File: src/rtl/rce_pkg.sv
// ============================================================================
// Room clarity energy ratios: shared package
// Types, widths and constants used by the clarity front end, the snapshot
// queue, the log2 unit and the ratio back end.
// ============================================================================
`timescale 1ns / 1ps
`default_nettype none

package rce_pkg;

    // Energy accumulators and configuration
    localparam int ENERGY_W    = 48;
    localparam int LEN_W       = 16;
    localparam int CFG_INDEX_W = 8;
    localparam int IN_TDATA_W  = 16;

    localparam logic [CFG_INDEX_W-1:0] CFG_EARLY50 = 8'd0;
    localparam logic [CFG_INDEX_W-1:0] CFG_EARLY80 = 8'd1;

    localparam logic [LEN_W-1:0] EARLY50_RESET = 16'd2400;
    localparam logic [LEN_W-1:0] EARLY80_RESET = 16'd3840;

    // Fixed-point log2: integer part is the top set bit, fraction in Q.20
    localparam int LOG_FRAC   = 20;
    localparam int LZ_W       = 6;
    localparam int LOG_W      = LZ_W + LOG_FRAC;
    localparam int MANT_W     = 31;
    localparam int ITER_W     = 5;
    localparam int COARSE_SHIFT = 8;

    // dB conversion: 10*log10(2) in Q.24, product rounded at bit 36
    localparam int SCALE_W    = 26;
    localparam int DB_PROD_W  = LOG_W + SCALE_W;
    localparam int DB_SHIFT   = 36;
    localparam int DB_W       = 16;
    localparam int DB_MAG_W   = DB_PROD_W + 1 - DB_SHIFT;
    localparam logic [SCALE_W-1:0]   DB_SCALE     = 26'd50504453;
    localparam logic [DB_PROD_W:0]   DB_HALF      = 53'h8_0000_0000;
    localparam logic [DB_W-1:0]      DB_LIMIT_POS = 16'h6300;
    localparam logic [DB_W-1:0]      DB_LIMIT_NEG = 16'h9D00;

    // D50 ratio in Q1.16 by restoring division
    localparam int RATIO_W    = 17;
    localparam int DIV_STEPS  = 16;
    localparam int STEP_W     = 4;
    localparam logic [RATIO_W-1:0] RATIO_ONE = 17'd65536;

    localparam int OUT_TDATA_W = 56;
    localparam int OUT_PAD_W   = OUT_TDATA_W - 2 * DB_W - RATIO_W;

    // Snapshot queue between the front end and the back end
    localparam int QUEUE_DEPTH   = 2;
    localparam int QUEUE_PTR_W   = 1;
    localparam int QUEUE_LEVEL_W = 2;

    // Operand order of the four logarithms
    localparam logic [1:0] OP_EARLY50 = 2'd0;
    localparam logic [1:0] OP_LATE50  = 2'd1;
    localparam logic [1:0] OP_EARLY80 = 2'd2;
    localparam logic [1:0] OP_LATE80  = 2'd3;

    typedef struct packed {
        logic [ENERGY_W-1:0] total;
        logic [ENERGY_W-1:0] early50;
        logic [ENERGY_W-1:0] early80;
    } energy_snap_t;

    typedef struct packed {
        logic                     not_empty;
        logic [QUEUE_LEVEL_W-1:0] level;
    } queue_status_t;

    typedef enum logic [1:0] {
        LOG_IDLE,
        LOG_COARSE,
        LOG_FINE,
        LOG_SQUARE
    } log_state_t;

    typedef enum logic [2:0] {
        BK_IDLE,
        BK_LOG_START,
        BK_LOG_WAIT,
        BK_DB_MUL,
        BK_DB_ROUND,
        BK_DIV_STEP,
        BK_DIV_ROUND,
        BK_OUT
    } back_state_t;

endpackage

`default_nettype wire

File: src/rtl/rce_log2.sv
// ============================================================================
// Room clarity energy ratios: iterative log2 unit
// Normalizes a nonzero 48-bit energy by coarse and fine shifts, then builds
// a 20-bit fraction by repeated squaring of the Q1.30 mantissa, one bit per
// cycle.
// ============================================================================
`timescale 1ns / 1ps
`default_nettype none

module rce_log2 (
    input  wire                              clk,
    input  wire                              rst_n,
    input  wire                              start,
    input  wire  [rce_pkg::ENERGY_W-1:0]     operand,
    output logic                             done,
    output logic [rce_pkg::LOG_W-1:0]        result
);

    localparam int EW = rce_pkg::ENERGY_W;
    localparam int MW = rce_pkg::MANT_W;
    localparam logic [rce_pkg::LZ_W-1:0]   TOP_BIT   = rce_pkg::LZ_W'(EW - 1);
    localparam logic [rce_pkg::ITER_W-1:0] LAST_ITER = rce_pkg::ITER_W'(rce_pkg::LOG_FRAC - 1);

    rce_pkg::log_state_t                state_reg;
    rce_pkg::log_state_t                state_next;
    logic [EW-1:0]                      norm_reg;
    logic [EW-1:0]                      norm_next;
    logic [rce_pkg::LZ_W-1:0]           lz_reg;
    logic [rce_pkg::LZ_W-1:0]           lz_next;
    logic [MW-1:0]                      mant_reg;
    logic [MW-1:0]                      mant_next;
    logic [rce_pkg::LOG_FRAC-1:0]       frac_reg;
    logic [rce_pkg::LOG_FRAC-1:0]       frac_next;
    logic [rce_pkg::ITER_W-1:0]         iter_reg;
    logic [rce_pkg::ITER_W-1:0]         iter_next;
    logic                               done_reg;
    logic                               done_next;
    logic [2*MW-1:0]                    square;
    logic [MW:0]                        scaled;

    // Mantissa squared and brought back to Q1.30 (may reach 2.0 and above).
    assign square = {{MW{1'b0}}, mant_reg} * {{MW{1'b0}}, mant_reg};
    assign scaled = square[2*MW-1:MW-1];

    assign done   = done_reg;
    assign result = {TOP_BIT - lz_reg, frac_reg};

    // Sequencer: coarse shift by bytes, fine shift by bits, then squaring.
    always_comb
    begin
        state_next = state_reg;
        norm_next  = norm_reg;
        lz_next    = lz_reg;
        mant_next  = mant_reg;
        frac_next  = frac_reg;
        iter_next  = iter_reg;
        done_next  = 1'b0;
        case (state_reg)
            rce_pkg::LOG_IDLE:
            begin
                if (start)
                begin
                    norm_next  = operand;
                    lz_next    = '0;
                    state_next = rce_pkg::LOG_COARSE;
                end
            end
            rce_pkg::LOG_COARSE:
            begin
                if (norm_reg[EW-1:EW-rce_pkg::COARSE_SHIFT] == '0)
                begin
                    norm_next = norm_reg << rce_pkg::COARSE_SHIFT;
                    lz_next   = lz_reg + rce_pkg::LZ_W'(rce_pkg::COARSE_SHIFT);
                end
                else
                begin
                    state_next = rce_pkg::LOG_FINE;
                end
            end
            rce_pkg::LOG_FINE:
            begin
                if (!norm_reg[EW-1])
                begin
                    norm_next = norm_reg << 1;
                    lz_next   = lz_reg + 1'b1;
                end
                else
                begin
                    mant_next  = norm_reg[EW-1:EW-MW];
                    frac_next  = '0;
                    iter_next  = '0;
                    state_next = rce_pkg::LOG_SQUARE;
                end
            end
            rce_pkg::LOG_SQUARE:
            begin
                mant_next = scaled[MW] ? scaled[MW:1] : scaled[MW-1:0];
                frac_next = {frac_reg[rce_pkg::LOG_FRAC-2:0], scaled[MW]};
                iter_next = iter_reg + 1'b1;
                if (iter_reg == LAST_ITER)
                begin
                    done_next  = 1'b1;
                    state_next = rce_pkg::LOG_IDLE;
                end
            end
            default:
            begin
                state_next = rce_pkg::LOG_IDLE;
            end
        endcase
    end

    always_ff @(posedge clk or negedge rst_n)
    begin
        if (!rst_n)
        begin
            state_reg <= rce_pkg::LOG_IDLE;
            done_reg  <= 1'b0;
        end
        else
        begin
            state_reg <= state_next;
            done_reg  <= done_next;
        end
    end

    // Datapath registers.
    always_ff @(posedge clk)
    begin
        norm_reg <= norm_next;
        lz_reg   <= lz_next;
        mant_reg <= mant_next;
        frac_reg <= frac_next;
        iter_reg <= iter_next;
    end

endmodule

`default_nettype wire

File: config.mk
export PLATFORM = sky130hd
export DESIGN_NAME = rce_log2
export DESIGN_NICKNAME = d
export VERILOG_FILES = /design/src/rtl/rce_pkg.sv /design/src/rtl/rce_log2.sv
export SDC_FILE = /design/constraint.sdc
export NUM_CORES = 2
export LEC_CHECK = 0
export BUFFER_PORTS_ARGS = -buffer_cell sky130_fd_sc_hd__buf_2
export CAP_MARGIN = 20
export CORE_ASPECT_RATIO = 1.1
export CORE_UTILIZATION = 30
export DETAILED_ROUTE_END_ITERATION = 8
export GPL_ROUTABILITY_DRIVEN = 0
export PLACE_DENSITY = 0.47
export SLEW_MARGIN = 20
export SYNTH_ARGS = -nofsm -noshare
export SYNTH_HDL_FRONTEND = slang
export SYNTH_SLANG_ARGS = --single-unit
File: constraint.sdc
create_clock -name clk -period 10 [get_ports clk]
set_clock_uncertainty 0.15 [all_clocks]
set_input_delay 0.5 -clock clk [delete_from_list [all_inputs] [get_ports clk]]
set_output_delay 0.5 -clock clk [all_outputs]
set_load 0.1 [all_outputs]
==> qor.txt <==
gr ovfl total - 0
Clock Sinks - 113
share of Yosys cell area claimed by the top area cell type - 46.28%
initial antenna violation count - 6
root buf cell - clkbuf_16
Final setup viols - 0
FF+latch count, synth - 113
Worst path most repeated cell - fa_1
DRC violation count after routing - 0
via count - 21920
Detailed Route Iter0 Violations - 984
Critical Path AT - 9.29 ns
TritonCTS Buffers - 17
fin crit period - 9.286 ns
setup_tns - 0 ns
post-synthesis async set-or-reset flop share - 2.655%
max FFs per register - 48
type of the tightest min-delay check - in -> reg
post_cts resized - 0
Syn Area/Cell - 9.684 µm²
Final nets - 4442
RSZ-0062 raised after global routing - no
initial cell density of the core - 30.43%
first drt pass iteration count - 5
EDFF count, synth - 110
CP max stage cell - edfxtp_1
Synth area leader - fa_1
IO Pins - 78
CTS tree - done
count of distinct cell types in the synthesized netlist - 66
Worst-Skew Late Latency - 0.41 ns
filler instances - 11100
sequential cell area fraction in the yosys report - 10.45%
Layout Area Growth over Synthesis - 8.739%
Most used DFF post-synth - edfxtp_1
f_max - 0.1077 GHz
DR vias/cell - 4.585
Core ar. - 106200 µm²
critical setup path kind - reg -> reg
maxcap violations - 0
worst endpoint required time - 10.01 ns
synth top area cells - fa_1 (46%), inv_1 (11%), ha_1 (11%)
DRT Wirelength - 90610 µm
status - finished, final reports clean
Clock Tree Buf Depth - 2
Worst Path Max Fanout - 17
Final Hold Violating Endpoints - 0
DP Wirelength - 75040 µm
first-pass GRT wire length - 144000 µm
Post-DRT Antenna Nets - 0
# H-tree levels - 4
relative slew slack - 25.63%
final worst-path cycle share - 92.86%
largest net degree at the start of global routing - 60
Mapped Cells - 3337
Die Y-Extent - 346.2 µm
Max Slew Vio Count - 0
CP max stage delay - 0.95 ns
critical path startpoint category - register
Synth Cell Area - 32310 µm²
Worst-Margin Slew - 1.116 ns
CP endpoint kind - register
Synth Warn # - 0
Tot GR Track Use - 17.30%
CTS clk-pin slew, worst paths - 0.06 ns
synthesized net count - 4409
Die X-Extent - 314.9 µm
FP Rows - 125
vias in the first global route - 24640
port bufs - 77
WL/cell - 18.95 µm
fraction of layout cells with a size suffix above 1 - 6.089%
die area - 109000 µm²
per-stage QoR:
stage	cells	hold WS, ns	setup WS [ns]	instance area [µm²]	util, %
floorplan	3337	0.05441	2.095	32310	-
global placement	4745	0.1525	0.5723	34530	32.51
detailed placement	4745	0.1530	0.4434	34530	32.51
CTS	4778	0.2348	0.4424	35090	33.05
global route	4780	0.2629	0.3304	35130	33.08
finish	4782	0.2541	0.7137	35140	33.09
layout by cell type (no fill, tap or decap), types with 6 or more instances in the layout:
| cell type | n |
|---|---|
| a21oi_1 | 64 |
| nand4_1 | 20 |
| clkbuf_16 | 17 |
| o211ai_1 | 8 |
| o21ai_1 | 8 |
| o21ai_0 | 35 |
| buf_4 | 57 |
| a21o_1 | 23 |
| o21bai_1 | 12 |
| fa_1 | 747 |
| a31o_2 | 6 |
| inv_1 | 930 |
| xnor2_1 | 35 |
| a221o_1 | 46 |
| a211oi_1 | 10 |
| nand2_1 | 338 |
| and2_1 | 213 |
| nor3_1 | 12 |
| o221ai_1 | 7 |
| and3_1 | 11 |
| nand3_1 | 25 |
| edfxtp_1 | 110 |
| a31oi_1 | 10 |
| ha_1 | 273 |
| buf_2 | 77 |
| nor2b_1 | 53 |
| a211o_1 | 17 |
| nand2b_1 | 8 |
| xor2_1 | 23 |
| nor2_1 | 94 |
| buf_12 | 8 |
area by class of cell:
cell class,instances,area (µm²),area share (%)
Antenna cell,2,5.005,0.01424
Clock buffer,21,440.4,1.253
Clock inverter,11,115.1,0.3276
Inverter,932,3498,9.956
Multi-Input combinational cell,2161,24930,70.95
Sequential cell,113,3378,9.614
Tap cell,1397,1748,4.974
Timing Repair Buffer,145,1022,2.909
final timing paths:
kind                              start      endpoint  slack (ns)  depth (start not counted)
min in group asynchronous         rst_n  state_reg[1]        0.27                          2
setup reg to reg           mant_reg[18]   mant_reg[2]        0.71                         28
max in group asynchronous         rst_n          done        9.31                          2
hold / removal               operand[0]   norm_reg[0]        0.25                          2
setup / recovery           mant_reg[18]   mant_reg[2]        0.71                         28
hold reg to reg             norm_reg[3]   norm_reg[4]        0.41                          2
cell families after synthesis:
family	after synthesis	synth area share (%)
xor gates and xnor gates	60	1.649
AOI/OAI and AO/OA	277	6.199
adders and majority gates	1021	56.89
and+or+nand+nor	798	12.15
muxes	5	0.1665
DFF	113	10.45
buffers and inverters	1063	12.49
timing repair:
item	in CTS	in global routing
endpoints found under the setup margin	0	0
hold buffers	1	0
setup buffers	0	0
hold endpoints to repair	3	0
critical path: cells and delay by family, from the launching register on:
family | cells | cell delay, ns
buffers and inverters | 7 | 0.96
XOR/XNOR | 1 | 0.24
adder cells (fa/ha/maj) | 9 | 4.40
AND/OR/NAND/NOR | 4 | 0.61
AO/OA/AOI/OAI | 7 | 1.70
flip-flops | 1 | 0.95
cells in the mapped netlist, types with 24 or more instances:
library cell and instances:
clkbuf_1 119, o21ai_0 36, nand3_1 25, nor2b_1 53
nand2_1 338, edfxtp_1 110, xor2_1 24, xnor2_1 35
inv_1 930, a221o_1 46, ha_1 274, and2_1 215
fa_1 747, nor2_1 95, a21oi_1 64
routing by layer:
| layer | up-vias | wire, µm | GRT usage [%] |
|---|---|---|---|
| met5 | - | 44 | 0 |
| met4 | 6 | 2039 | 3.844 |
| met3 | 92 | 2875 | 1.479 |
| met2 | 397 | 46580 | 30.76 |
| met1 | 11380 | 39070 | 22.64 |
| li1 | 10050 | - | - |
Power is not shown: default switching activity piles up to over one toggle a cycle in this logic, so the estimate is an artifact.
