**config.mk**
```make
export PLATFORM = sky130hd
export DESIGN_NAME = rce_queue
export DESIGN_NICKNAME = d
export VERILOG_FILES = /design/src/rtl/rce_pkg.sv /design/src/rtl/rce_queue.sv
export SDC_FILE = /design/constraint.sdc
export NUM_CORES = 1
export LEC_CHECK = 0
export BUFFER_PORTS_ARGS = -buffer_cell sky130_fd_sc_hd__buf_2
export CELL_PAD_IN_SITES_DETAIL_PLACEMENT = 1
export CELL_PAD_IN_SITES_GLOBAL_PLACEMENT = 1
export CORE_MARGIN = 3
export CORE_UTILIZATION = 44
export DETAILED_ROUTE_END_ITERATION = 8
export HOLD_SLACK_MARGIN = 0.15
export PLACE_DENSITY = 0.82
export SYNTH_ARGS = -nofsm -noshare
export SYNTH_HDL_FRONTEND = slang
export SYNTH_SLANG_ARGS = --single-unit
```
**constraint.sdc**
```tcl
create_clock -name clk -period 8.3 [get_ports clk]
set_input_delay 1.66 -clock clk [delete_from_list [all_inputs] [get_ports clk]]
set_output_delay 1.66 -clock clk [all_outputs]
set_load 0.01 [all_outputs]
```
**src/rtl/rce_pkg.sv**
```systemverilog
// ============================================================================
// Room clarity energy ratios: shared package
// Types, widths and constants used by the clarity front end, the snapshot
// queue, the log2 unit and the ratio back end.
// ============================================================================
`timescale 1ns / 1ps
`default_nettype none

package rce_pkg;

    // Energy accumulators and configuration
    localparam int ENERGY_W    = 48;
    localparam int LEN_W       = 16;
    localparam int CFG_INDEX_W = 8;
    localparam int IN_TDATA_W  = 16;

    localparam logic [CFG_INDEX_W-1:0] CFG_EARLY50 = 8'd0;
    localparam logic [CFG_INDEX_W-1:0] CFG_EARLY80 = 8'd1;

    localparam logic [LEN_W-1:0] EARLY50_RESET = 16'd2400;
    localparam logic [LEN_W-1:0] EARLY80_RESET = 16'd3840;

    // Fixed-point log2: integer part is the top set bit, fraction in Q.20
    localparam int LOG_FRAC   = 20;
    localparam int LZ_W       = 6;
    localparam int LOG_W      = LZ_W + LOG_FRAC;
    localparam int MANT_W     = 31;
    localparam int ITER_W     = 5;
    localparam int COARSE_SHIFT = 8;

    // dB conversion: 10*log10(2) in Q.24, product rounded at bit 36
    localparam int SCALE_W    = 26;
    localparam int DB_PROD_W  = LOG_W + SCALE_W;
    localparam int DB_SHIFT   = 36;
    localparam int DB_W       = 16;
    localparam int DB_MAG_W   = DB_PROD_W + 1 - DB_SHIFT;
    localparam logic [SCALE_W-1:0]   DB_SCALE     = 26'd50504453;
    localparam logic [DB_PROD_W:0]   DB_HALF      = 53'h8_0000_0000;
    localparam logic [DB_W-1:0]      DB_LIMIT_POS = 16'h6300;
    localparam logic [DB_W-1:0]      DB_LIMIT_NEG = 16'h9D00;

    // D50 ratio in Q1.16 by restoring division
    localparam int RATIO_W    = 17;
    localparam int DIV_STEPS  = 16;
    localparam int STEP_W     = 4;
    localparam logic [RATIO_W-1:0] RATIO_ONE = 17'd65536;

    localparam int OUT_TDATA_W = 56;
    localparam int OUT_PAD_W   = OUT_TDATA_W - 2 * DB_W - RATIO_W;

    // Snapshot queue between the front end and the back end
    localparam int QUEUE_DEPTH   = 2;
    localparam int QUEUE_PTR_W   = 1;
    localparam int QUEUE_LEVEL_W = 2;

    // Operand order of the four logarithms
    localparam logic [1:0] OP_EARLY50 = 2'd0;
    localparam logic [1:0] OP_LATE50  = 2'd1;
    localparam logic [1:0] OP_EARLY80 = 2'd2;
    localparam logic [1:0] OP_LATE80  = 2'd3;

    typedef struct packed {
        logic [ENERGY_W-1:0] total;
        logic [ENERGY_W-1:0] early50;
        logic [ENERGY_W-1:0] early80;
    } energy_snap_t;

    typedef struct packed {
        logic                     not_empty;
        logic [QUEUE_LEVEL_W-1:0] level;
    } queue_status_t;

    typedef enum logic [1:0] {
        LOG_IDLE,
        LOG_COARSE,
        LOG_FINE,
        LOG_SQUARE
    } log_state_t;

    typedef enum logic [2:0] {
        BK_IDLE,
        BK_LOG_START,
        BK_LOG_WAIT,
        BK_DB_MUL,
        BK_DB_ROUND,
        BK_DIV_STEP,
        BK_DIV_ROUND,
        BK_OUT
    } back_state_t;

endpackage

`default_nettype wire

```
**src/rtl/rce_queue.sv**
```systemverilog
// ============================================================================
// Room clarity energy ratios: snapshot queue
// Short first-in first-out queue of energy snapshots that decouples the
// accumulating front end from the ratio back end.
// ============================================================================
`timescale 1ns / 1ps
`default_nettype none

module rce_queue (
    input  wire                        clk,
    input  wire                        rst_n,
    input  wire                        push,
    input  rce_pkg::energy_snap_t      push_snap,
    input  wire                        pop,
    output rce_pkg::energy_snap_t      head_snap,
    output rce_pkg::queue_status_t     status
);

    rce_pkg::energy_snap_t                 entry_reg [rce_pkg::QUEUE_DEPTH];
    logic [rce_pkg::QUEUE_PTR_W-1:0]       wr_ptr_reg;
    logic [rce_pkg::QUEUE_PTR_W-1:0]       rd_ptr_reg;
    logic [rce_pkg::QUEUE_LEVEL_W-1:0]     level_reg;
    logic [rce_pkg::QUEUE_LEVEL_W-1:0]     level_next;

    assign head_snap        = entry_reg[rd_ptr_reg];
    assign status.level     = level_reg;
    assign status.not_empty = level_reg != '0;

    // Fill level follows the pushes and pops of each cycle.
    always_comb
    begin
        level_next = level_reg;
        if (push && !pop)
        begin
            level_next = level_reg + 1'b1;
        end
        else if (pop && !push)
        begin
            level_next = level_reg - 1'b1;
        end
    end

    always_ff @(posedge clk or negedge rst_n)
    begin
        if (!rst_n)
        begin
            wr_ptr_reg <= '0;
            rd_ptr_reg <= '0;
            level_reg  <= '0;
        end
        else
        begin
            level_reg <= level_next;
            if (push)
            begin
                wr_ptr_reg <= wr_ptr_reg + 1'b1;
            end
            if (pop)
            begin
                rd_ptr_reg <= rd_ptr_reg + 1'b1;
            end
        end
    end

    // Snapshot storage.
    always_ff @(posedge clk)
    begin
        if (push)
        begin
            entry_reg[wr_ptr_reg] <= push_snap;
        end
    end

endmodule

`default_nettype wire

```
==> flow_results.xml <==
<?xml version="1.0" encoding="UTF-8"?>
<metrics>
  <group name="status">
    <metric name="run_status" unit="">finished clean</metric>
  </group>
  <group name="power_and_ir_drop">
    <metric name="combinationalPowerShare" unit="%">29.1</metric>
    <metric name="p_int" unit="mW">3.30</metric>
    <metric name="power_per_cell_area" unit="nW/um^2">343</metric>
    <metric name="switching_power" unit="mW">1.32</metric>
    <metric name="p_leak" unit="nW">5.21</metric>
    <metric name="clock_share_of_power" unit="%">26.5</metric>
    <metric name="irDropWorstVdd" unit="mV">0.226</metric>
    <metric name="share_seq_of_total_power" unit="%">44.4</metric>
    <metric name="netSwitchingFraction" unit="%">28.6</metric>
  </group>
  <group name="grt">
    <metric name="antenna_found_initial" unit="">6</metric>
    <metric name="grt.total_usage" unit="%">16.7</metric>
    <metric name="grt_remaining_overflow" unit="">0</metric>
    <metric name="grt_pass1_vias" unit="">6098</metric>
    <metric name="pin_count_of_the_biggest_net_entering_global_routing" unit="">74</metric>
    <metric name="global_route_wire_length_before_repair" unit="microns">34300</metric>
  </group>
  <group name="synthesis">
    <metric name="synth.mux.area_fraction" unit="%">16.8</metric>
    <metric name="synth-adder-area-share" unit="%">0.116</metric>
    <metric name="netlist.top_cell.by_area" unit="">edfxtp_1</metric>
    <metric name="synth-seq-area-share" unit="%">81.3</metric>
    <metric name="compound_gate_portion_of_the_synthesized_area" unit="%">0</metric>
    <metric name="syn-mean-instance-area" unit="sq um">23.2</metric>
    <metric name="synth_top_family_by_area" unit="">multiplexers</metric>
    <metric name="ys_types" unit="">14</metric>
    <metric name="yosys_warnings" unit="">0</metric>
    <metric name="synth.net_count" unit="">612</metric>
    <metric name="synthDominantCellAreaShare" unit="%">80.3</metric>
    <metric name="synth_seq_cells" unit="">292</metric>
    <metric name="mappedNetlistArea" unit="sq um">10800</metric>
    <metric name="postSynthCellCount" unit="">463</metric>
    <metric name="ys_top_cells_by_area" unit="">edfxtp_1 80%, mux2_2 9.8%, mux2_4 7.0%</metric>
    <metric name="synth-xor-area-share" unit="%">0.407</metric>
    <metric name="yosys.area_share.simple" unit="%">0.209</metric>
  </group>
  <group name="routing">
    <metric name="post-route-drc-count" unit="">0</metric>
    <metric name="antenna_violating_nets_post_route" unit="">0</metric>
    <metric name="routed-via-count" unit="">5456</metric>
    <metric name="number_of_vias_per_cell_after_detailed_routing" unit="">4.86</metric>
    <metric name="avgRoutedWirePerCell" unit="microns">20.4</metric>
    <metric name="routed_wirelength" unit="microns">22900</metric>
    <metric name="detailedRoute.firstPassIterationCount" unit="">4</metric>
    <metric name="initialDrtViolationCount" unit="">274</metric>
  </group>
  <group name="worst_setup_path">
    <metric name="worstPathRequired" unit="ps">6640</metric>
    <metric name="crit_type" unit="">flop to primary output</metric>
    <metric name="rrSetupSlack" unit="ps">5580</metric>
    <metric name="r2r.worst_path.cells" unit="">2</metric>
    <metric name="timing.critical_path.fanout_max" unit="">72</metric>
    <metric name="start_kind" unit="">flop</metric>
    <metric name="cp_data_arrival_time" unit="ps">2690</metric>
    <metric name="end_kind" unit="">primary output</metric>
  </group>
  <group name="floorplan">
    <metric name="dieWidth" unit="microns">162</metric>
    <metric name="die_area" unit="sq um">26400</metric>
    <metric name="placeableCoreArea" unit="sq um">23800</metric>
    <metric name="io_pins" unit="">295</metric>
    <metric name="initial_core_util" unit="%">45.3</metric>
    <metric name="placementRows" unit="">56</metric>
    <metric name="dieHeight" unit="microns">162</metric>
  </group>
  <group name="clock_tree">
    <metric name="holdBufCountCts" unit="">0</metric>
    <metric name="number_of_instances_resized_during_post_cts_repair" unit="">0</metric>
    <metric name="cts.path.max_buffers" unit="">3</metric>
    <metric name="ctsRootBufferMaster" unit="">clkbuf_16</metric>
    <metric name="worstSkewPairLatency" unit="ps">530</metric>
    <metric name="cts_buffers" unit="">31</metric>
    <metric name="post-cts-setup-buffers" unit="">0</metric>
    <metric name="cts_tree" unit="">done</metric>
    <metric name="ctsHtreeMaxLevel" unit="">1</metric>
    <metric name="clk_pin_slew_worst_paths" unit="ps">60</metric>
    <metric name="cts_sinks" unit="">292</metric>
  </group>
  <group name="cells_and_area">
    <metric name="most-common-layout-cells" unit="">294 x buf_2, 288 x edfxtp_1, 94 x mux2_2, 50 x mux2_4, 31 x clkbuf_16</metric>
    <metric name="layout.core_utilization" unit="%">56.7</metric>
    <metric name="syn2layout_area_growth" unit="%">25.2</metric>
    <metric name="post_route_cells_drive_above_1_share" unit="%">61.1</metric>
    <metric name="finalNonFillerCells" unit="">1123</metric>
    <metric name="layout.nets" unit="">928</metric>
    <metric name="final_area" unit="sq um">13500</metric>
    <metric name="layout_commonest_cell" unit="">buf_2</metric>
    <metric name="fillerInstances" unit="">2173</metric>
    <metric name="largest_reg_flops" unit="">288</metric>
  </group>
  <group name="sta">
    <metric name="setup_viol_count_final" unit="">0</metric>
    <metric name="max_slew_margin" unit="%">23.8</metric>
    <metric name="final.setup_skew" unit="ps">9.30</metric>
    <metric name="worstMarginPinSlew" unit="ps">1140</metric>
    <metric name="max_freq" unit="MHz">230</metric>
    <metric name="setup_total_neg_slack" unit="ps">0</metric>
    <metric name="post-route-worst-setup-slack" unit="ps">3950</metric>
    <metric name="rsz0062_at_grt" unit="">false</metric>
    <metric name="min_period" unit="ps">4350</metric>
    <metric name="layout_worst_path_cycle_share" unit="%">52.4</metric>
    <metric name="timing_max_transition_violations_final" unit="">0</metric>
    <metric name="number_of_hold_slack_violations_in_the_final_timing_report" unit="">0</metric>
  </group>
  <group name="min_path">
    <metric name="path_category_of_the_worst_min_delay_check" unit="">flop to flop</metric>
    <metric name="holdPathStages" unit="">1</metric>
  </group>
  <group name="placed_design">
    <metric name="post-place-cells" unit="">1065</metric>
    <metric name="dp.final_hpwl" unit="microns">15600</metric>
    <metric name="port_buffers" unit="">294</metric>
    <metric name="preCtsSetupSlack" unit="ps">4240</metric>
    <metric name="gp_congestion" unit="">0.743</metric>
    <metric name="cell_area_after_placement" unit="sq um">12600</metric>
  </group>
  <group name="flow_run">
    <metric name="drv.max_cap_violation_count" unit="">0</metric>
  </group>
</metrics>
## cells in the mapped netlist
master and count:
and2_1 1, buf_2 9, buf_6 7, dfrtp_1 4
edfxtp_1 288, ha_1 1, inv_1 1, mux2_2 94
mux2_4 50, nor2_1 1, nor2b_1 1, or2_2 1
xnor2_1 1, xor2_1 4
## critical path, stage by stage, from the launching register on
cell and delay (ps):
dfrtp_4 590, buf_4 860, mux2_2 420, buf_2 150
## path summary, 6_finish.rpt
| check | to | startpoint |
|---|---|---|
| setup / recovery | head_snap[21] | rd_ptr_reg$_DFFE_PN0P_ |
| setup reg to reg | entry_reg[1][21]$_DFFE_PP_ | wr_ptr_reg$_DFFE_PN0P_ |
| hold reg to reg | level_reg[1]$_DFFE_PN0P_ | level_reg[1]$_DFFE_PN0P_ |
| hold / removal | level_reg[1]$_DFFE_PN0P_ | level_reg[1]$_DFFE_PN0P_ |
| max in group asynchronous | rd_ptr_reg$_DFFE_PN0P_ | rst_n |
| min in group asynchronous | level_reg[1]$_DFFE_PN0P_ | rst_n |
## area by class of cell
cell class	instances	area, sq um	area share, %
Timing Repair Buffer	299	1510	11.2
Tap cell	319	399	2.96
Inverter	1	3.75	0.0279
Antenna cell	1	2.50	0.0186
Multi-Input combinational cell	154	1900	14.1
Clock buffer	43	841	6.24
Sequential cell	292	8750	64.9
Clock inverter	14	72.6	0.538
## cells by family after synthesis
family        after synthesis
flops                     292
mux                       144
simple gates                4
buf+inv                    17
xor+xnor                    5
fa+ha+maj                   1
## per-stage QoR
stage | power (mW) | hold slack (ps)
after floorplan | 2.98 | 473
after global placement | 3.41 | 479
after detailed placement | 3.46 | 505
after CTS | 4.70 | 519
after global routing | 4.85 | 536
final | 4.62 | 519
## power by group through the flow
stage                     logic [mW]  registers [mW]  clock network, mW
final                           1.34            2.05               1.22
after global routing            1.44            2.08               1.33
after CTS                       1.38            2.06               1.26
after detailed placement        1.37            2.09                  0
after global placement          1.35            2.06                  0
after floorplan                0.904            2.07                  0
## per-layer routing
| layer | part of all wire, % | track usage (%) | routed length, microns |
|---|---|---|---|
| met3 | 8.1 | 5.49 | 1860 |
| met5 | 0.30 | 0 | 69 |
| met1 | 36 | 18.8 | 8310 |
| met4 | 2.3 | 4.34 | 522 |
| met2 | 53 | 30.6 | 12100 |
No activity file was read; power rests on OpenSTA's default activity.
