## src/rtl/rce_pkg.sv

```systemverilog
// ============================================================================
// Room clarity energy ratios: shared package
// Types, widths and constants used by the clarity front end, the snapshot
// queue, the log2 unit and the ratio back end.
// ============================================================================
`timescale 1ns / 1ps
`default_nettype none

package rce_pkg;

    // Energy accumulators and configuration
    localparam int ENERGY_W    = 48;
    localparam int LEN_W       = 16;
    localparam int CFG_INDEX_W = 8;
    localparam int IN_TDATA_W  = 16;

    localparam logic [CFG_INDEX_W-1:0] CFG_EARLY50 = 8'd0;
    localparam logic [CFG_INDEX_W-1:0] CFG_EARLY80 = 8'd1;

    localparam logic [LEN_W-1:0] EARLY50_RESET = 16'd2400;
    localparam logic [LEN_W-1:0] EARLY80_RESET = 16'd3840;

    // Fixed-point log2: integer part is the top set bit, fraction in Q.20
    localparam int LOG_FRAC   = 20;
    localparam int LZ_W       = 6;
    localparam int LOG_W      = LZ_W + LOG_FRAC;
    localparam int MANT_W     = 31;
    localparam int ITER_W     = 5;
    localparam int COARSE_SHIFT = 8;

    // dB conversion: 10*log10(2) in Q.24, product rounded at bit 36
    localparam int SCALE_W    = 26;
    localparam int DB_PROD_W  = LOG_W + SCALE_W;
    localparam int DB_SHIFT   = 36;
    localparam int DB_W       = 16;
    localparam int DB_MAG_W   = DB_PROD_W + 1 - DB_SHIFT;
    localparam logic [SCALE_W-1:0]   DB_SCALE     = 26'd50504453;
    localparam logic [DB_PROD_W:0]   DB_HALF      = 53'h8_0000_0000;
    localparam logic [DB_W-1:0]      DB_LIMIT_POS = 16'h6300;
    localparam logic [DB_W-1:0]      DB_LIMIT_NEG = 16'h9D00;

    // D50 ratio in Q1.16 by restoring division
    localparam int RATIO_W    = 17;
    localparam int DIV_STEPS  = 16;
    localparam int STEP_W     = 4;
    localparam logic [RATIO_W-1:0] RATIO_ONE = 17'd65536;

    localparam int OUT_TDATA_W = 56;
    localparam int OUT_PAD_W   = OUT_TDATA_W - 2 * DB_W - RATIO_W;

    // Snapshot queue between the front end and the back end
    localparam int QUEUE_DEPTH   = 2;
    localparam int QUEUE_PTR_W   = 1;
    localparam int QUEUE_LEVEL_W = 2;

    // Operand order of the four logarithms
    localparam logic [1:0] OP_EARLY50 = 2'd0;
    localparam logic [1:0] OP_LATE50  = 2'd1;
    localparam logic [1:0] OP_EARLY80 = 2'd2;
    localparam logic [1:0] OP_LATE80  = 2'd3;

    typedef struct packed {
        logic [ENERGY_W-1:0] total;
        logic [ENERGY_W-1:0] early50;
        logic [ENERGY_W-1:0] early80;
    } energy_snap_t;

    typedef struct packed {
        logic                     not_empty;
        logic [QUEUE_LEVEL_W-1:0] level;
    } queue_status_t;

    typedef enum logic [1:0] {
        LOG_IDLE,
        LOG_COARSE,
        LOG_FINE,
        LOG_SQUARE
    } log_state_t;

    typedef enum logic [2:0] {
        BK_IDLE,
        BK_LOG_START,
        BK_LOG_WAIT,
        BK_DB_MUL,
        BK_DB_ROUND,
        BK_DIV_STEP,
        BK_DIV_ROUND,
        BK_OUT
    } back_state_t;

endpackage

`default_nettype wire

```

## src/rtl/rce_front.sv

```systemverilog
// ============================================================================
// Room clarity energy ratios: front end
// Accepts samples, squares them, classifies them against the early windows
// and accumulates the three energies; on the last sample it pushes a
// snapshot of the energies into the queue and clears the accumulators.
// ============================================================================
`timescale 1ns / 1ps
`default_nettype none

module rce_front #(
    parameter int MAX_SAMPLES = 65536,
    parameter int SAMPLE_BITS = 16
) (
    input  wire                                    clk,
    input  wire                                    rst_n,
    input  wire                                    s_tvalid,
    output logic                                   s_tready,
    input  wire  [rce_pkg::IN_TDATA_W-1:0]         s_tdata,
    input  wire                                    s_tlast,
    input  wire  [rce_pkg::LEN_W-1:0]              early50_len,
    input  wire  [rce_pkg::LEN_W-1:0]              early80_len,
    input  wire  [rce_pkg::QUEUE_LEVEL_W-1:0]      queue_level,
    output logic                                   push,
    output rce_pkg::energy_snap_t                  push_snap
);

    localparam int IDX_W = $clog2(MAX_SAMPLES + 1);
    localparam int CMP_W = (IDX_W > rce_pkg::LEN_W) ? IDX_W : rce_pkg::LEN_W;
    localparam int SQ_W  = 2 * SAMPLE_BITS;
    localparam int CNT_W = rce_pkg::QUEUE_LEVEL_W + 1;
    localparam logic [IDX_W-1:0] IDX_LIMIT = IDX_W'(MAX_SAMPLES);

    function automatic logic [rce_pkg::ENERGY_W-1:0] sat_add(
        input logic [rce_pkg::ENERGY_W-1:0] a,
        input logic [rce_pkg::ENERGY_W-1:0] b
    );
        logic [rce_pkg::ENERGY_W:0] s;
        s = {1'b0, a} + {1'b0, b};
        return s[rce_pkg::ENERGY_W] ? {rce_pkg::ENERGY_W{1'b1}}
                                    : s[rce_pkg::ENERGY_W-1:0];
    endfunction

    logic                          accept;
    logic [SAMPLE_BITS-1:0]        raw;
    logic [SAMPLE_BITS-1:0]        mag;
    logic [SQ_W-1:0]               sq;
    logic [IDX_W-1:0]              idx_reg;
    logic [IDX_W-1:0]              idx_next;
    logic                          a_valid_reg;
    logic                          a_last_reg;
    logic                          a_in50_reg;
    logic                          a_in80_reg;
    logic [SQ_W-1:0]               a_sq_reg;
    logic [rce_pkg::ENERGY_W-1:0]  sq_ext;
    logic [rce_pkg::ENERGY_W-1:0]  tot_reg;
    logic [rce_pkg::ENERGY_W-1:0]  e50_reg;
    logic [rce_pkg::ENERGY_W-1:0]  e80_reg;
    logic [rce_pkg::ENERGY_W-1:0]  tot_sum;
    logic [rce_pkg::ENERGY_W-1:0]  e50_sum;
    logic [rce_pkg::ENERGY_W-1:0]  e80_sum;
    logic [CNT_W-1:0]              committed;

    // Hold off new samples while a finished response could find the queue full.
    assign committed = CNT_W'(queue_level) + CNT_W'(a_valid_reg & a_last_reg);
    assign s_tready  = committed < CNT_W'(rce_pkg::QUEUE_DEPTH);
    assign accept    = s_tvalid & s_tready;

    // Magnitude of the sample taken as a SAMPLE_BITS two's complement value.
    assign raw = SAMPLE_BITS'(s_tdata);
    assign mag = raw[SAMPLE_BITS-1] ? (~raw + 1'b1) : raw;
    assign sq  = {{SAMPLE_BITS{1'b0}}, mag} * {{SAMPLE_BITS{1'b0}}, mag};

    // Position of the next sample; it holds at the limit on long responses.
    always_comb
    begin
        idx_next = idx_reg;
        if (accept)
        begin
            if (s_tlast)
            begin
                idx_next = '0;
            end
            else if (idx_reg < IDX_LIMIT)
            begin
                idx_next = idx_reg + 1'b1;
            end
        end
    end

    // Saturating sums with the squared sample of the accumulate stage.
    assign sq_ext = rce_pkg::ENERGY_W'(a_sq_reg);

    always_comb
    begin
        tot_sum = sat_add(tot_reg, sq_ext);
        e50_sum = a_in50_reg ? sat_add(e50_reg, sq_ext) : e50_reg;
        e80_sum = a_in80_reg ? sat_add(e80_reg, sq_ext) : e80_reg;
        push_snap.total   = tot_sum;
        push_snap.early50 = e50_sum;
        push_snap.early80 = e80_sum;
    end

    assign push = a_valid_reg & a_last_reg;

    // Control state of the square and accumulate stages.
    always_ff @(posedge clk or negedge rst_n)
    begin
        if (!rst_n)
        begin
            idx_reg     <= '0;
            a_valid_reg <= 1'b0;
            a_last_reg  <= 1'b0;
            a_in50_reg  <= 1'b0;
            a_in80_reg  <= 1'b0;
            tot_reg     <= '0;
            e50_reg     <= '0;
            e80_reg     <= '0;
        end
        else
        begin
            idx_reg     <= idx_next;
            a_valid_reg <= accept;
            if (accept)
            begin
                a_last_reg <= s_tlast;
                a_in50_reg <= CMP_W'(idx_reg) < CMP_W'(early50_len);
                a_in80_reg <= CMP_W'(idx_reg) < CMP_W'(early80_len);
            end
            if (a_valid_reg)
            begin
                if (a_last_reg)
                begin
                    tot_reg <= '0;
                    e50_reg <= '0;
                    e80_reg <= '0;
                end
                else
                begin
                    tot_reg <= tot_sum;
                    e50_reg <= e50_sum;
                    e80_reg <= e80_sum;
                end
            end
        end
    end

    // Squared sample register.
    always_ff @(posedge clk)
    begin
        if (accept)
        begin
            a_sq_reg <= sq;
        end
    end

endmodule

`default_nettype wire

```

## config.mk

```make
export PLATFORM = sky130hd
export DESIGN_NAME = rce_front
export DESIGN_NICKNAME = d
export VERILOG_FILES = /design/src/rtl/rce_pkg.sv /design/src/rtl/rce_front.sv
export SDC_FILE = /design/constraint.sdc
export NUM_CORES = 1
export LEC_CHECK = 0
export BUFFER_PORTS_ARGS = -buffer_cell sky130_fd_sc_hd__buf_2
export CAP_MARGIN = 20
export CORE_AREA = 2 2 196 198
export DETAILED_ROUTE_END_ITERATION = 6
export DIE_AREA = 0 0 198 200
export GPL_TIMING_DRIVEN = 0
export PLACE_DENSITY = 0.81
export SLEW_MARGIN = 0
export SYNTH_ARGS = -nofsm -noshare
export SYNTH_HDL_FRONTEND = slang
export SYNTH_SLANG_ARGS = --single-unit
```

## constraint.sdc

```tcl
create_clock -name clk -period 3.8 [get_ports clk]
set_input_delay 0 -clock clk [delete_from_list [all_inputs] [get_ports clk]]
set_output_delay 0 -clock clk [all_outputs]
set_load 0.02 [all_outputs]
```

==> results by group <==
Worst setup path
  • Crit path launch type: input pin
  • CP endpoint kind: flop
  • Slowest Stage Delay on Critical Path: 0.53 ns
  • Class of the most critical setup path: input pin to flop
  • Crit-path slowest cell: fa_1
  • Worst-path fanout max: 5
  • Crit-path most repeated cell: fa_1
  • Worst Path Buf+Inv: 7
  • WP data required: 4.01 ns
  • Worst path top cell family by delay: adder cells
  • WP data arrival: 7.26 ns

Synthesis
  • Ys flop type: dfrtp_1
  • Top-count cell post-synth: inv_1
  • Yosys warning count: 0
  • Yosys top cell area share: 18.1%
  • Synth Register Bits: 196
  • Top cells by instance count after synthesis: inv_1 (301), a21oi_1 (229), ha_1 (224), nor2_1 (224), nand2_1 (210)
  • Compound-gate portion of the synthesized area: 22.6%
  • Adder-Cell Fraction of Synth Area: 26.5%
  • Post-Synth XOR/XNOR Area: 5.89%
  • Register area share after synthesis: 22.1%
  • Post-synthesis cell area: ~0.023 sq mm
  • Post-synthesis async set-or-reset flop share: 84.2%
  • Mux contribution to synthesized area: 0.372%
  • Area contributors post-synth: dfrtp_1 (18%), fa_1 (14%), ha_1 (12%)
  • Netlist cell types: 88
  • Largest family of logic cells by synthesized area: adder cells
  • Synth area leader: dfrtp_1
  • Mean Syn Cell Area: 8.60 sq um
  • Post-synth EDFFs: 31
  • Post-synthesis instance total: 2658
  • Simple-Gate Fraction of Synth Area: between 15 and 20%

Global route
  • GRT Residual Overflow: 0
  • GRT Overall Usage: between 30% and 40%
  • Initial antenna violation count: 1
  • Largest net degree at the start of global routing: between 90 and 100
  • First-pass GRT wire length: 115000 um
  • Vias in the first global route: 21.9k

Layout
  • P&R area growth vs syn: 23.8%
  • Layout Cells excl Fill: 3560
  • Share of layout cells above drive strength 1: 23.5%
  • N_diodes: 0
  • Final Util: between 70% and 80%
  • Layout net count: 3477

Detailed routing
  • Via density: 6.22
  • Routed WL per cell: 21.3 um
  • Post-route ant nets: 0
  • # DRC: 0
  • Pre-Repair DR Iteration Count: 5
  • Final WL: 75900 um
  • Vias: 22.2k
  • Starting DRC count in detailed routing: around 1.6k

Floorplan
  • Die height: about 200 um
  • Row Count: between 70 and 80
  • Starting Density: 61.1%
  • Die X: 198 um
  • I/O pin total: 200
  • Core footprint: 0.0374 sq mm
  • Die area: 0.0396 sq mm

Hold path
  • Hold crit path type: input pin to flop

Clock tree
  • CTS Buf Count: 17
  • Max Root-Sink Buffers: 2
  • Clk_lat worst skew: about 0.48 ns
  • CTS clk-pin slew, worst paths: 0.07 ns
  • Clock Sinks: 196
  • Htree depth: 4
  • Root Buffer: clkbuf_16
  • TritonCTS clock tree: done

STA
  • Worst-Margin Slew: 0.855 ns
  • Layout Skew: 0.0145 ns
  • Period minus WS final: between 7 and 8 ns
  • Final period util: 186%
  • Final Hold Vio Count: 0
  • Setup-failing EPs final: 26
  • Hold slack: 0.0349 ns
  • RSZ-0062 raised after global routing: true
  • Max Transition Viols Final: 0
  • Setup ws final: -3.25 ns
  • Worst slew margin: between 40 and 50%
  • Fmax: approximately 0.14 GHz

Flow run
  • Max Cap Violations: 0

Placed design
  • I/O Buffers: 199
  • Placed wire-length estimate: 55500 um
  • Gpl congestion: 0.984
  • Placed insts: ~3.4k

Outcome
  • Failing checks: negative setup slack
  • Status: finished, violations left
==> cells by family (layout without fill, tap and decap cells) <==
kind of cell / after synthesis / after routing
AOI/OAI and AO/OA: 758 / 758
adders and majority gates: 387 / 387
other: 2 / 11
and+or+nand+nor: 740 / 741
xor gates and xnor gates: 153 / 153
muxes: 8 / 8
buffers and inverters: 414 / 795
DFF: 196 / 196
==> metrics by stage <==
stage               worst slack (ns)  setup TNS [ns]  cell area, sq um
floorplan                      -3.01          -55.34             23300
global placement               -3.99          -83.82             25000
detailed placement             -4.15          -87.78             25000
CTS                            -2.97          -54.05             27200
global route                   -3.43          -65.53             28300
finish                         -3.25          -60.55             28300
==> routing by layer <==
layer	GRT usage (%)	wire length, um
met4	18.8	3920
met1	46.6	30200
met2	63.5	36500
met3	5.61	5270
met5	0	0
==> repair_timing <==
action	CTS	global route
buffers inserted	88	60
endpoints found under the hold margin	74	0
hold buffers	5	0
gates cloned	1	1
setup endpoints to repair	185	133
gates resized for setup	174	155
pin swaps	71	79
==> layout make-up <==
| type | count | area, sq um |
|---|---|---|
| multi-input cells | 2058 | 17800 |
| fillers | 2651 | 9090 |
| flip-flops and latches | 196 | 5060 |
| repair buffers | 353 | 2360 |
| inverters | 308 | 1200 |
| well taps | 511 | 639 |
| plain buffers | 101 | 579 |
| clock buffers | 18 | 450 |
| clock inverters | 14 | 173 |
| repair inverters | 1 | 7.51 |
==> final timing paths <==
| kind | start | end | slack, ns | depth (start not counted) |
|---|---|---|---|---|
| worst max register to register | a_sq_reg[2] | tot_reg[47] | 0.34 | 15 |
| max in group asynchronous | rst_n | idx_reg[5] | 2.80 | 3 |
| worst max-delay path | s_tdata[0] | a_sq_reg[31] | -3.25 | 29 |
| worst min-delay path | queue_level[1] | a_last_reg | 0.03 | 4 |
| min in group asynchronous | rst_n | e50_reg[2] | 0.07 | 2 |
| worst min register to register | tot_reg[29] | tot_reg[29] | 0.52 | 1 |
==> worst reg2reg max path, delay by kind of cell (launching register included) <==
family / cells / cell delay (ns)
compound gates: 6 / 1.37
buf+inv: 5 / 0.63
simple gates: 3 / 0.54
flops: 1 / 0.43
fa+ha+maj: 1 / 0.38
==> placed cells by master, fill, tap and decap left out, types with 74 or more instances in the layout <==
| master | synthesis | routed |
|---|---|---|
| buf_4 | 4 | 145 |
| a21o_1 | 74 | 74 |
| xnor2_1 | 98 | 93 |
| nand2_1 | 210 | 190 |
| fa_1 | 163 | 159 |
| ha_1 | 224 | 175 |
| dfrtp_1 | 165 | 165 |
| buf_2 | 18 | 188 |
| a21oi_1 | 229 | 194 |
| nor2_1 | 224 | 210 |
| inv_1 | 301 | 283 |
| o21ai_0 | 118 | 104 |
Power is not shown: default switching activity piles up to over one toggle a cycle in this logic, so the estimate is an artifact.
