==> src/rtl/rce_pkg.sv <==
// ============================================================================
// Room clarity energy ratios: shared package
// Types, widths and constants used by the clarity front end, the snapshot
// queue, the log2 unit and the ratio back end.
// ============================================================================
`timescale 1ns / 1ps
`default_nettype none

package rce_pkg;

    // Energy accumulators and configuration
    localparam int ENERGY_W    = 48;
    localparam int LEN_W       = 16;
    localparam int CFG_INDEX_W = 8;
    localparam int IN_TDATA_W  = 16;

    localparam logic [CFG_INDEX_W-1:0] CFG_EARLY50 = 8'd0;
    localparam logic [CFG_INDEX_W-1:0] CFG_EARLY80 = 8'd1;

    localparam logic [LEN_W-1:0] EARLY50_RESET = 16'd2400;
    localparam logic [LEN_W-1:0] EARLY80_RESET = 16'd3840;

    // Fixed-point log2: integer part is the top set bit, fraction in Q.20
    localparam int LOG_FRAC   = 20;
    localparam int LZ_W       = 6;
    localparam int LOG_W      = LZ_W + LOG_FRAC;
    localparam int MANT_W     = 31;
    localparam int ITER_W     = 5;
    localparam int COARSE_SHIFT = 8;

    // dB conversion: 10*log10(2) in Q.24, product rounded at bit 36
    localparam int SCALE_W    = 26;
    localparam int DB_PROD_W  = LOG_W + SCALE_W;
    localparam int DB_SHIFT   = 36;
    localparam int DB_W       = 16;
    localparam int DB_MAG_W   = DB_PROD_W + 1 - DB_SHIFT;
    localparam logic [SCALE_W-1:0]   DB_SCALE     = 26'd50504453;
    localparam logic [DB_PROD_W:0]   DB_HALF      = 53'h8_0000_0000;
    localparam logic [DB_W-1:0]      DB_LIMIT_POS = 16'h6300;
    localparam logic [DB_W-1:0]      DB_LIMIT_NEG = 16'h9D00;

    // D50 ratio in Q1.16 by restoring division
    localparam int RATIO_W    = 17;
    localparam int DIV_STEPS  = 16;
    localparam int STEP_W     = 4;
    localparam logic [RATIO_W-1:0] RATIO_ONE = 17'd65536;

    localparam int OUT_TDATA_W = 56;
    localparam int OUT_PAD_W   = OUT_TDATA_W - 2 * DB_W - RATIO_W;

    // Snapshot queue between the front end and the back end
    localparam int QUEUE_DEPTH   = 2;
    localparam int QUEUE_PTR_W   = 1;
    localparam int QUEUE_LEVEL_W = 2;

    // Operand order of the four logarithms
    localparam logic [1:0] OP_EARLY50 = 2'd0;
    localparam logic [1:0] OP_LATE50  = 2'd1;
    localparam logic [1:0] OP_EARLY80 = 2'd2;
    localparam logic [1:0] OP_LATE80  = 2'd3;

    typedef struct packed {
        logic [ENERGY_W-1:0] total;
        logic [ENERGY_W-1:0] early50;
        logic [ENERGY_W-1:0] early80;
    } energy_snap_t;

    typedef struct packed {
        logic                     not_empty;
        logic [QUEUE_LEVEL_W-1:0] level;
    } queue_status_t;

    typedef enum logic [1:0] {
        LOG_IDLE,
        LOG_COARSE,
        LOG_FINE,
        LOG_SQUARE
    } log_state_t;

    typedef enum logic [2:0] {
        BK_IDLE,
        BK_LOG_START,
        BK_LOG_WAIT,
        BK_DB_MUL,
        BK_DB_ROUND,
        BK_DIV_STEP,
        BK_DIV_ROUND,
        BK_OUT
    } back_state_t;

endpackage

`default_nettype wire

==> src/rtl/rce_back.sv <==
// ============================================================================
// Room clarity energy ratios: back end
// Takes one energy snapshot at a time, forms the four log2 values through
// the shared log2 unit, converts the differences to dB, divides the early
// 50 ms energy by the total and holds the result in the output register.
// ============================================================================
`timescale 1ns / 1ps
`default_nettype none

module rce_back (
    input  wire                                  clk,
    input  wire                                  rst_n,
    input  rce_pkg::queue_status_t               q_status,
    input  rce_pkg::energy_snap_t                q_head,
    output logic                                 q_pop,
    output logic                                 log_start,
    output logic [rce_pkg::ENERGY_W-1:0]         log_operand,
    input  wire                                  log_done,
    input  wire  [rce_pkg::LOG_W-1:0]            log_result,
    output logic                                 m_tvalid,
    input  wire                                  m_tready,
    output logic [rce_pkg::OUT_TDATA_W-1:0]      m_tdata
);

    localparam int EW = rce_pkg::ENERGY_W;
    localparam int LW = rce_pkg::LOG_W;
    localparam int PW = rce_pkg::DB_PROD_W;
    localparam int RW = rce_pkg::RATIO_W;
    localparam logic [rce_pkg::STEP_W-1:0] LAST_STEP = rce_pkg::STEP_W'(rce_pkg::DIV_STEPS - 1);

    rce_pkg::back_state_t        state_reg;
    rce_pkg::back_state_t        state_next;
    logic [EW-1:0]               tot_reg;
    logic [EW-1:0]               tot_next;
    logic [EW-1:0]               e50_reg;
    logic [EW-1:0]               e50_next;
    logic [EW-1:0]               late50_reg;
    logic [EW-1:0]               late50_next;
    logic [EW-1:0]               e80_reg;
    logic [EW-1:0]               e80_next;
    logic [EW-1:0]               late80_reg;
    logic [EW-1:0]               late80_next;
    logic [1:0]                  op_reg;
    logic [1:0]                  op_next;
    logic [3:0]                  zero_reg;
    logic [3:0]                  zero_next;
    logic [LW-1:0]               log_e50_reg;
    logic [LW-1:0]               log_e50_next;
    logic [LW-1:0]               log_l50_reg;
    logic [LW-1:0]               log_l50_next;
    logic [LW-1:0]               log_e80_reg;
    logic [LW-1:0]               log_e80_next;
    logic [LW-1:0]               log_l80_reg;
    logic [LW-1:0]               log_l80_next;
    logic                        pair_reg;
    logic                        pair_next;
    logic [PW-1:0]               prod_reg;
    logic [PW-1:0]               prod_next;
    logic                        neg_reg;
    logic                        neg_next;
    logic [rce_pkg::DB_W-1:0]    c50_reg;
    logic [rce_pkg::DB_W-1:0]    c50_next;
    logic [rce_pkg::DB_W-1:0]    c80_reg;
    logic [rce_pkg::DB_W-1:0]    c80_next;
    logic [RW-1:0]               quo_reg;
    logic [RW-1:0]               quo_next;
    logic [EW-1:0]               rem_reg;
    logic [EW-1:0]               rem_next;
    logic [rce_pkg::STEP_W-1:0]  step_reg;
    logic [rce_pkg::STEP_W-1:0]  step_next;
    logic                        m_valid_reg;
    logic                        m_valid_next;
    logic [rce_pkg::DB_W-1:0]    out_c50_reg;
    logic [rce_pkg::DB_W-1:0]    out_c80_reg;
    logic [RW-1:0]               out_d50_reg;
    logic                        out_load;

    logic [LW-1:0]               sel_early;
    logic [LW-1:0]               sel_late;
    logic                        early_zero;
    logic                        late_zero;
    logic [LW:0]                 diff;
    logic [LW:0]                 diff_abs;
    logic [PW:0]                 rounded;
    logic [rce_pkg::DB_MAG_W-1:0] db_mag;
    logic [rce_pkg::DB_W-1:0]    db_clamped;
    logic [rce_pkg::DB_W-1:0]    db_value;
    logic [EW:0]                 rem_shift;
    logic [EW-1:0]               rem_half;

    // Operand of the log2 unit for the current step.
    always_comb
    begin
        case (op_reg)
            rce_pkg::OP_EARLY50: log_operand = e50_reg;
            rce_pkg::OP_LATE50:  log_operand = late50_reg;
            rce_pkg::OP_EARLY80: log_operand = e80_reg;
            default:             log_operand = late80_reg;
        endcase
    end

    // Early and late logs of the ratio in work (C50 first, then C80).
    always_comb
    begin
        sel_early  = pair_reg ? log_e80_reg : log_e50_reg;
        sel_late   = pair_reg ? log_l80_reg : log_l50_reg;
        early_zero = pair_reg ? zero_reg[rce_pkg::OP_EARLY80] : zero_reg[rce_pkg::OP_EARLY50];
        late_zero  = pair_reg ? zero_reg[rce_pkg::OP_LATE80] : zero_reg[rce_pkg::OP_LATE50];
        diff       = {1'b0, sel_early} - {1'b0, sel_late};
        diff_abs   = diff[LW] ? (~diff + 1'b1) : diff;
    end

    // Rounding to nearest with ties away from zero, clamp and sign.
    always_comb
    begin
        rounded    = {1'b0, prod_reg} + rce_pkg::DB_HALF;
        db_mag     = rounded[PW:rce_pkg::DB_SHIFT];
        db_clamped = (db_mag > rce_pkg::DB_MAG_W'(rce_pkg::DB_LIMIT_POS))
                     ? rce_pkg::DB_LIMIT_POS : db_mag[rce_pkg::DB_W-1:0];
        if (late_zero)
        begin
            db_value = rce_pkg::DB_LIMIT_POS;
        end
        else if (early_zero)
        begin
            db_value = rce_pkg::DB_LIMIT_NEG;
        end
        else if (neg_reg)
        begin
            db_value = ~db_clamped + 1'b1;
        end
        else
        begin
            db_value = db_clamped;
        end
    end

    // One restoring division step and the final rounding half.
    assign rem_shift = {rem_reg, 1'b0};
    assign rem_half  = tot_reg - rem_reg;

    assign out_load = (state_reg == rce_pkg::BK_OUT) && (!m_valid_reg || m_tready);

    // Sequencer over logs, dB conversions and the D50 division.
    always_comb
    begin
        state_next   = state_reg;
        tot_next     = tot_reg;
        e50_next     = e50_reg;
        late50_next  = late50_reg;
        e80_next     = e80_reg;
        late80_next  = late80_reg;
        op_next      = op_reg;
        zero_next    = zero_reg;
        log_e50_next = log_e50_reg;
        log_l50_next = log_l50_reg;
        log_e80_next = log_e80_reg;
        log_l80_next = log_l80_reg;
        pair_next    = pair_reg;
        prod_next    = prod_reg;
        neg_next     = neg_reg;
        c50_next     = c50_reg;
        c80_next     = c80_reg;
        quo_next     = quo_reg;
        rem_next     = rem_reg;
        step_next    = step_reg;
        m_valid_next = m_valid_reg & ~m_tready;
        q_pop        = 1'b0;
        log_start    = 1'b0;
        case (state_reg)
            rce_pkg::BK_IDLE:
            begin
                if (q_status.not_empty)
                begin
                    q_pop       = 1'b1;
                    tot_next    = q_head.total;
                    e50_next    = q_head.early50;
                    late50_next = q_head.total - q_head.early50;
                    e80_next    = q_head.early80;
                    late80_next = q_head.total - q_head.early80;
                    op_next     = rce_pkg::OP_EARLY50;
                    state_next  = rce_pkg::BK_LOG_START;
                end
            end
            rce_pkg::BK_LOG_START:
            begin
                zero_next[op_reg] = log_operand == '0;
                if (log_operand == '0)
                begin
                    if (op_reg == rce_pkg::OP_LATE80)
                    begin
                        pair_next  = 1'b0;
                        state_next = rce_pkg::BK_DB_MUL;
                    end
                    else
                    begin
                        op_next = op_reg + 2'd1;
                    end
                end
                else
                begin
                    log_start  = 1'b1;
                    state_next = rce_pkg::BK_LOG_WAIT;
                end
            end
            rce_pkg::BK_LOG_WAIT:
            begin
                if (log_done)
                begin
                    case (op_reg)
                        rce_pkg::OP_EARLY50: log_e50_next = log_result;
                        rce_pkg::OP_LATE50:  log_l50_next = log_result;
                        rce_pkg::OP_EARLY80: log_e80_next = log_result;
                        default:             log_l80_next = log_result;
                    endcase
                    if (op_reg == rce_pkg::OP_LATE80)
                    begin
                        pair_next  = 1'b0;
                        state_next = rce_pkg::BK_DB_MUL;
                    end
                    else
                    begin
                        op_next    = op_reg + 2'd1;
                        state_next = rce_pkg::BK_LOG_START;
                    end
                end
            end
            rce_pkg::BK_DB_MUL:
            begin
                prod_next  = {{rce_pkg::SCALE_W{1'b0}}, diff_abs[LW-1:0]}
                           * {{LW{1'b0}}, rce_pkg::DB_SCALE};
                neg_next   = diff[LW];
                state_next = rce_pkg::BK_DB_ROUND;
            end
            rce_pkg::BK_DB_ROUND:
            begin
                if (!pair_reg)
                begin
                    c50_next   = db_value;
                    pair_next  = 1'b1;
                    state_next = rce_pkg::BK_DB_MUL;
                end
                else
                begin
                    c80_next = db_value;
                    if (tot_reg == '0)
                    begin
                        quo_next   = '0;
                        state_next = rce_pkg::BK_OUT;
                    end
                    else if (e50_reg == tot_reg)
                    begin
                        quo_next   = RW'(1);
                        rem_next   = '0;
                        step_next  = '0;
                        state_next = rce_pkg::BK_DIV_STEP;
                    end
                    else
                    begin
                        quo_next   = '0;
                        rem_next   = e50_reg;
                        step_next  = '0;
                        state_next = rce_pkg::BK_DIV_STEP;
                    end
                end
            end
            rce_pkg::BK_DIV_STEP:
            begin
                if (rem_shift >= {1'b0, tot_reg})
                begin
                    rem_next = EW'(rem_shift - {1'b0, tot_reg});
                    quo_next = {quo_reg[RW-2:0], 1'b1};
                end
                else
                begin
                    rem_next = rem_shift[EW-1:0];
                    quo_next = {quo_reg[RW-2:0], 1'b0};
                end
                step_next = step_reg + 1'b1;
                if (step_reg == LAST_STEP)
                begin
                    state_next = rce_pkg::BK_DIV_ROUND;
                end
            end
            rce_pkg::BK_DIV_ROUND:
            begin
                if (rem_reg >= rem_half)
                begin
                    quo_next = quo_reg + 1'b1;
                end
                state_next = rce_pkg::BK_OUT;
            end
            rce_pkg::BK_OUT:
            begin
                if (quo_reg > rce_pkg::RATIO_ONE)
                begin
                    quo_next = rce_pkg::RATIO_ONE;
                end
                if (out_load)
                begin
                    m_valid_next = 1'b1;
                    state_next   = rce_pkg::BK_IDLE;
                end
            end
            default:
            begin
                state_next = rce_pkg::BK_IDLE;
            end
        endcase
    end

    always_ff @(posedge clk or negedge rst_n)
    begin
        if (!rst_n)
        begin
            state_reg   <= rce_pkg::BK_IDLE;
            m_valid_reg <= 1'b0;
        end
        else
        begin
            state_reg   <= state_next;
            m_valid_reg <= m_valid_next;
        end
    end

    // Datapath registers.
    always_ff @(posedge clk)
    begin
        tot_reg     <= tot_next;
        e50_reg     <= e50_next;
        late50_reg  <= late50_next;
        e80_reg     <= e80_next;
        late80_reg  <= late80_next;
        op_reg      <= op_next;
        zero_reg    <= zero_next;
        log_e50_reg <= log_e50_next;
        log_l50_reg <= log_l50_next;
        log_e80_reg <= log_e80_next;
        log_l80_reg <= log_l80_next;
        pair_reg    <= pair_next;
        prod_reg    <= prod_next;
        neg_reg     <= neg_next;
        c50_reg     <= c50_next;
        c80_reg     <= c80_next;
        quo_reg     <= quo_next;
        rem_reg     <= rem_next;
        step_reg    <= step_next;
    end

    // Output register; the clamp on the ratio is applied as it loads.
    always_ff @(posedge clk)
    begin
        if (out_load)
        begin
            out_c50_reg <= c50_reg;
            out_c80_reg <= c80_reg;
            out_d50_reg <= (quo_reg > rce_pkg::RATIO_ONE) ? rce_pkg::RATIO_ONE : quo_reg;
        end
    end

    assign m_tvalid = m_valid_reg;
    assign m_tdata  = {{rce_pkg::OUT_PAD_W{1'b0}}, out_d50_reg, out_c80_reg, out_c50_reg};

endmodule

`default_nettype wire
==> config.mk <==
export PLATFORM = sky130hd
export DESIGN_NAME = rce_back
export DESIGN_NICKNAME = d
export VERILOG_FILES = /design/src/rtl/rce_pkg.sv /design/src/rtl/rce_back.sv
export SDC_FILE = /design/constraint.sdc
export NUM_CORES = 2
export LEC_CHECK = 0
export BUFFER_PORTS_ARGS = -buffer_cell sky130_fd_sc_hd__buf_2
export CAP_MARGIN = 15
export CORE_MARGIN = 1
export CORE_UTILIZATION = 40
export DETAILED_ROUTE_END_ITERATION = 7
export PLACE_DENSITY_LB_ADDON = 0.25
export SLEW_MARGIN = 25
export SYNTH_ARGS = -nofsm -noshare
export SYNTH_HDL_FRONTEND = slang
export SYNTH_SLANG_ARGS = --single-unit
export TNS_END_PERCENT = 1
==> constraint.sdc <==
create_clock -name clk -period 21.6 [get_ports clk]
set_input_delay 5.4 -clock clk [delete_from_list [all_inputs] [get_ports clk]]
set_output_delay 5.4 -clock clk [all_outputs]
set_load 0.005 [all_outputs]
==> impl_metrics.json <==
{
  "timing_max_transition_violations_final": 0,
  "timing_worst_slew_pin_value_ns": 1.030,
  "final_util_pct": 45.17,
  "via_per_inst": 5.450,
  "ys_ff_latch": 523,
  "hold_path_depth": 0,
  "tritoncts": "built",
  "data_required_time_of_the_worst_path_ns": 21.97,
  "ys_async_sr_fraction_pct": 0.7648,
  "ctsResizeCount": 0,
  "place_congestion": 0.9880,
  "dp_hpwl_um": 103500,
  "cts_htree_levels": 2,
  "hold_class": "register to register",
  "finalWirelength_um": 127600,
  "floorplan.io_pins": 284,
  "worst-setup-path-type": "register to register",
  "crit_path_top_delay_cell": "sky130_fd_sc_hd__xor2_1",
  "floorplan.die_area_um2": 107800,
  "dr_total_vias": 31580,
  "globalRoute.totalOverflow": 0,
  "final_antenna_net_count": 0,
  "period_share_pct": 57.85,
  "num_rows": 119,
  "finalHoldViolations": 0,
  "cts.hold.buffers_added": 0,
  "timing.fmax_ghz": 0.08003,
  "number_of_synthesized_flops_with_an_enable_pin": 519,
  "grt_usage_pct": 23.54,
  "endpoint_kind_of_the_worst_setup_timing_path": "register",
  "detailedRoute.firstIterationViolations": 2520,
  "cell_count_after_synthesis": 4076,
  "cts_buffer_depth": 3,
  "cts.root.buffer_cell": "sky130_fd_sc_hd__clkbuf_16",
  "yosysUniqueCellTypes": 101,
  "number_of_antenna_violations_at_the_first_check_in_global_routing": 41,
  "core_area_um2": 105400,
  "timing.setup.tns_ns": 0,
  "rsz0062_at_grt": "no",
  "fin_hold_ws_ns": 0.4175,
  "tritoncts.num_buffers": 59,
  "layout.nets": 5167,
  "outcome": "finished with violations",
  "grt_max_degree": 145,
  "timing.critical_path.mode_cell": "sky130_fd_sc_hd__inv_1",
  "share_of_post_route_cells_with_drive_strength_above_1_pct": 12.43,
  "clock_insertion_delay_worst_skew_ns": 0.66,
  "numClockSinks": 523,
  "max_cap_violations": 0,
  "layout_min_cycle_time_ns": 12.50,
  "pre_cts_slack_ns": 9.032,
  "yosys_synthesis_warning_count": 0,
  "via_count_of_the_first_global_routing_pass": 30940,
  "dr.pass1.iters": 8,
  "violations": "design-rule violations",
  "die_x_um": 328.3,
  "synth.cell_area_um2": 42590,
  "clock_skew_ns": 0.01955,
  "layout.cells.most_common_list": "sky130_fd_sc_hd__inv_1, sky130_fd_sc_hd__ha_1, sky130_fd_sc_hd__edfxtp_1",
  "postCtsSetupBuffers": 0,
  "ys_seq_area_share_pct": 36.82,
  "floorplan.die.height_um": 328.3,
  "slowest_delay_ns": 0.75,
  "synth_to_final_area_change_pct": 11.80,
  "post_layout_worst_setup_margin_ns": 9.104,
  "number_of_buffers_added_on_ports": 274,
  "postSynthAreaPerCell_um2": 10.45,
  "path_clk_slew_ns": 0.06,
  "drt-wirelength-per-cell_um": 22.01,
  "worst_slew_margin_rel_pct": 31.35,
  "cp-start-kind": "register",
  "route.detailed.drc": 90,
  "initial_cell_density_of_the_core_pct": 40.41,
  "finalSetupViolations": 0,
  "final_common_cell": "sky130_fd_sc_hd__inv_1",
  "worst-path-max-fanout": 31,
  "global_route_wire_length_before_repair_um": 190900,
  "worst_r2r_path_depth": 39,
  "critPathArrivalTime_ns": 12.87,
  "yosys_most_used_dff": "sky130_fd_sc_hd__edfxtp_1"
}
[final timing paths]
kind,slack (ns),end,startpoint
worst max-delay path,9.10,prod_reg[51],pair_reg
worst min-delay path,0.42,out_c50_reg[15],c50_reg[15]
worst max register to register,9.10,prod_reg[51],pair_reg
worst min register to register,0.42,out_c50_reg[15],c50_reg[15]
max in group asynchronous,16.95,state_reg[2],rst_n
min in group asynchronous,4.53,state_reg[1],rst_n
[final cells by class]
cell class	instances	area, µm²
Fill cell	10160	57800
Multi-Input combinational cell	2925	24570
Sequential cell	523	15690
Inverter	529	1986
Tap cell	1391	1740
Timing Repair Buffer	306	1624
Clock buffer	67	1528
Clock inverter	42	454.2
Antenna cell	12	30.03
[layer usage]
metal / routed length, µm / share of wire, % / vias to the layer above / global-route usage (%)
met1: 56420 / 44 / 15090 / 31.99
li1: - / - / 15290 / -
met2: 56350 / 44 / 965 / 37.08
met3: 10460 / 8.2 / 223 / 5.584
met5: 121 / 0.095 / - / 0
met4: 4224 / 3.3 / 18 / 7.098
[logic make-up after synthesis]
kind of cell | synth area share (%)
compound gates | 13.92
xor+xnor | 7.182
fa+ha+maj | 21.18
buf+inv | 5.690
flops | 36.82
mux | 4.976
other cells | 0.008804
simple gates | 10.22
[worst max-delay path, delay by kind of cell, from the launching register on]
family          cells  cell delay [ns]
buf+inv             9             1.88
compound gates     13             3.72
fa+ha+maj           9             3.91
flops               1             0.37
xor+xnor            3             1.02
simple gates        4             0.81
mux                 1             0.39
[synthesized netlist by cell type, types with 62 or more instances]
| cell | number | share of area (%) |
|---|---|---|
| sky130_fd_sc_hd__o21ai_0 | 207 | 2.4 |
| sky130_fd_sc_hd__a21oi_1 | 251 | 2.9 |
| sky130_fd_sc_hd__nand3_1 | 62 | 0.73 |
| sky130_fd_sc_hd__ha_1 | 521 | 15 |
| sky130_fd_sc_hd__nor2_1 | 208 | 1.8 |
| sky130_fd_sc_hd__clkbuf_1 | 79 | 0.70 |
| sky130_fd_sc_hd__xnor2_1 | 188 | 3.9 |
| sky130_fd_sc_hd__a21o_1 | 141 | 2.5 |
| sky130_fd_sc_hd__inv_1 | 526 | 4.6 |
| sky130_fd_sc_hd__nand2_1 | 196 | 1.7 |
| sky130_fd_sc_hd__xor2_1 | 142 | 2.9 |
| sky130_fd_sc_hd__edfxtp_1 | 519 | 37 |
| sky130_fd_sc_hd__fa_1 | 125 | 5.9 |
| sky130_fd_sc_hd__mux2i_1 | 70 | 1.6 |
[per-stage QoR]
step	area [µm²]	instances
4_1_cts	47590	5783
5_1_grt	47610	5790
6_report	47620	5795
3_5_place_dp	45610	5674
2_1_floorplan	42620	4082
3_3_place_gp	45600	5674
Power is not shown: default switching activity piles up to over one toggle a cycle in this logic, so the estimate is an artifact.
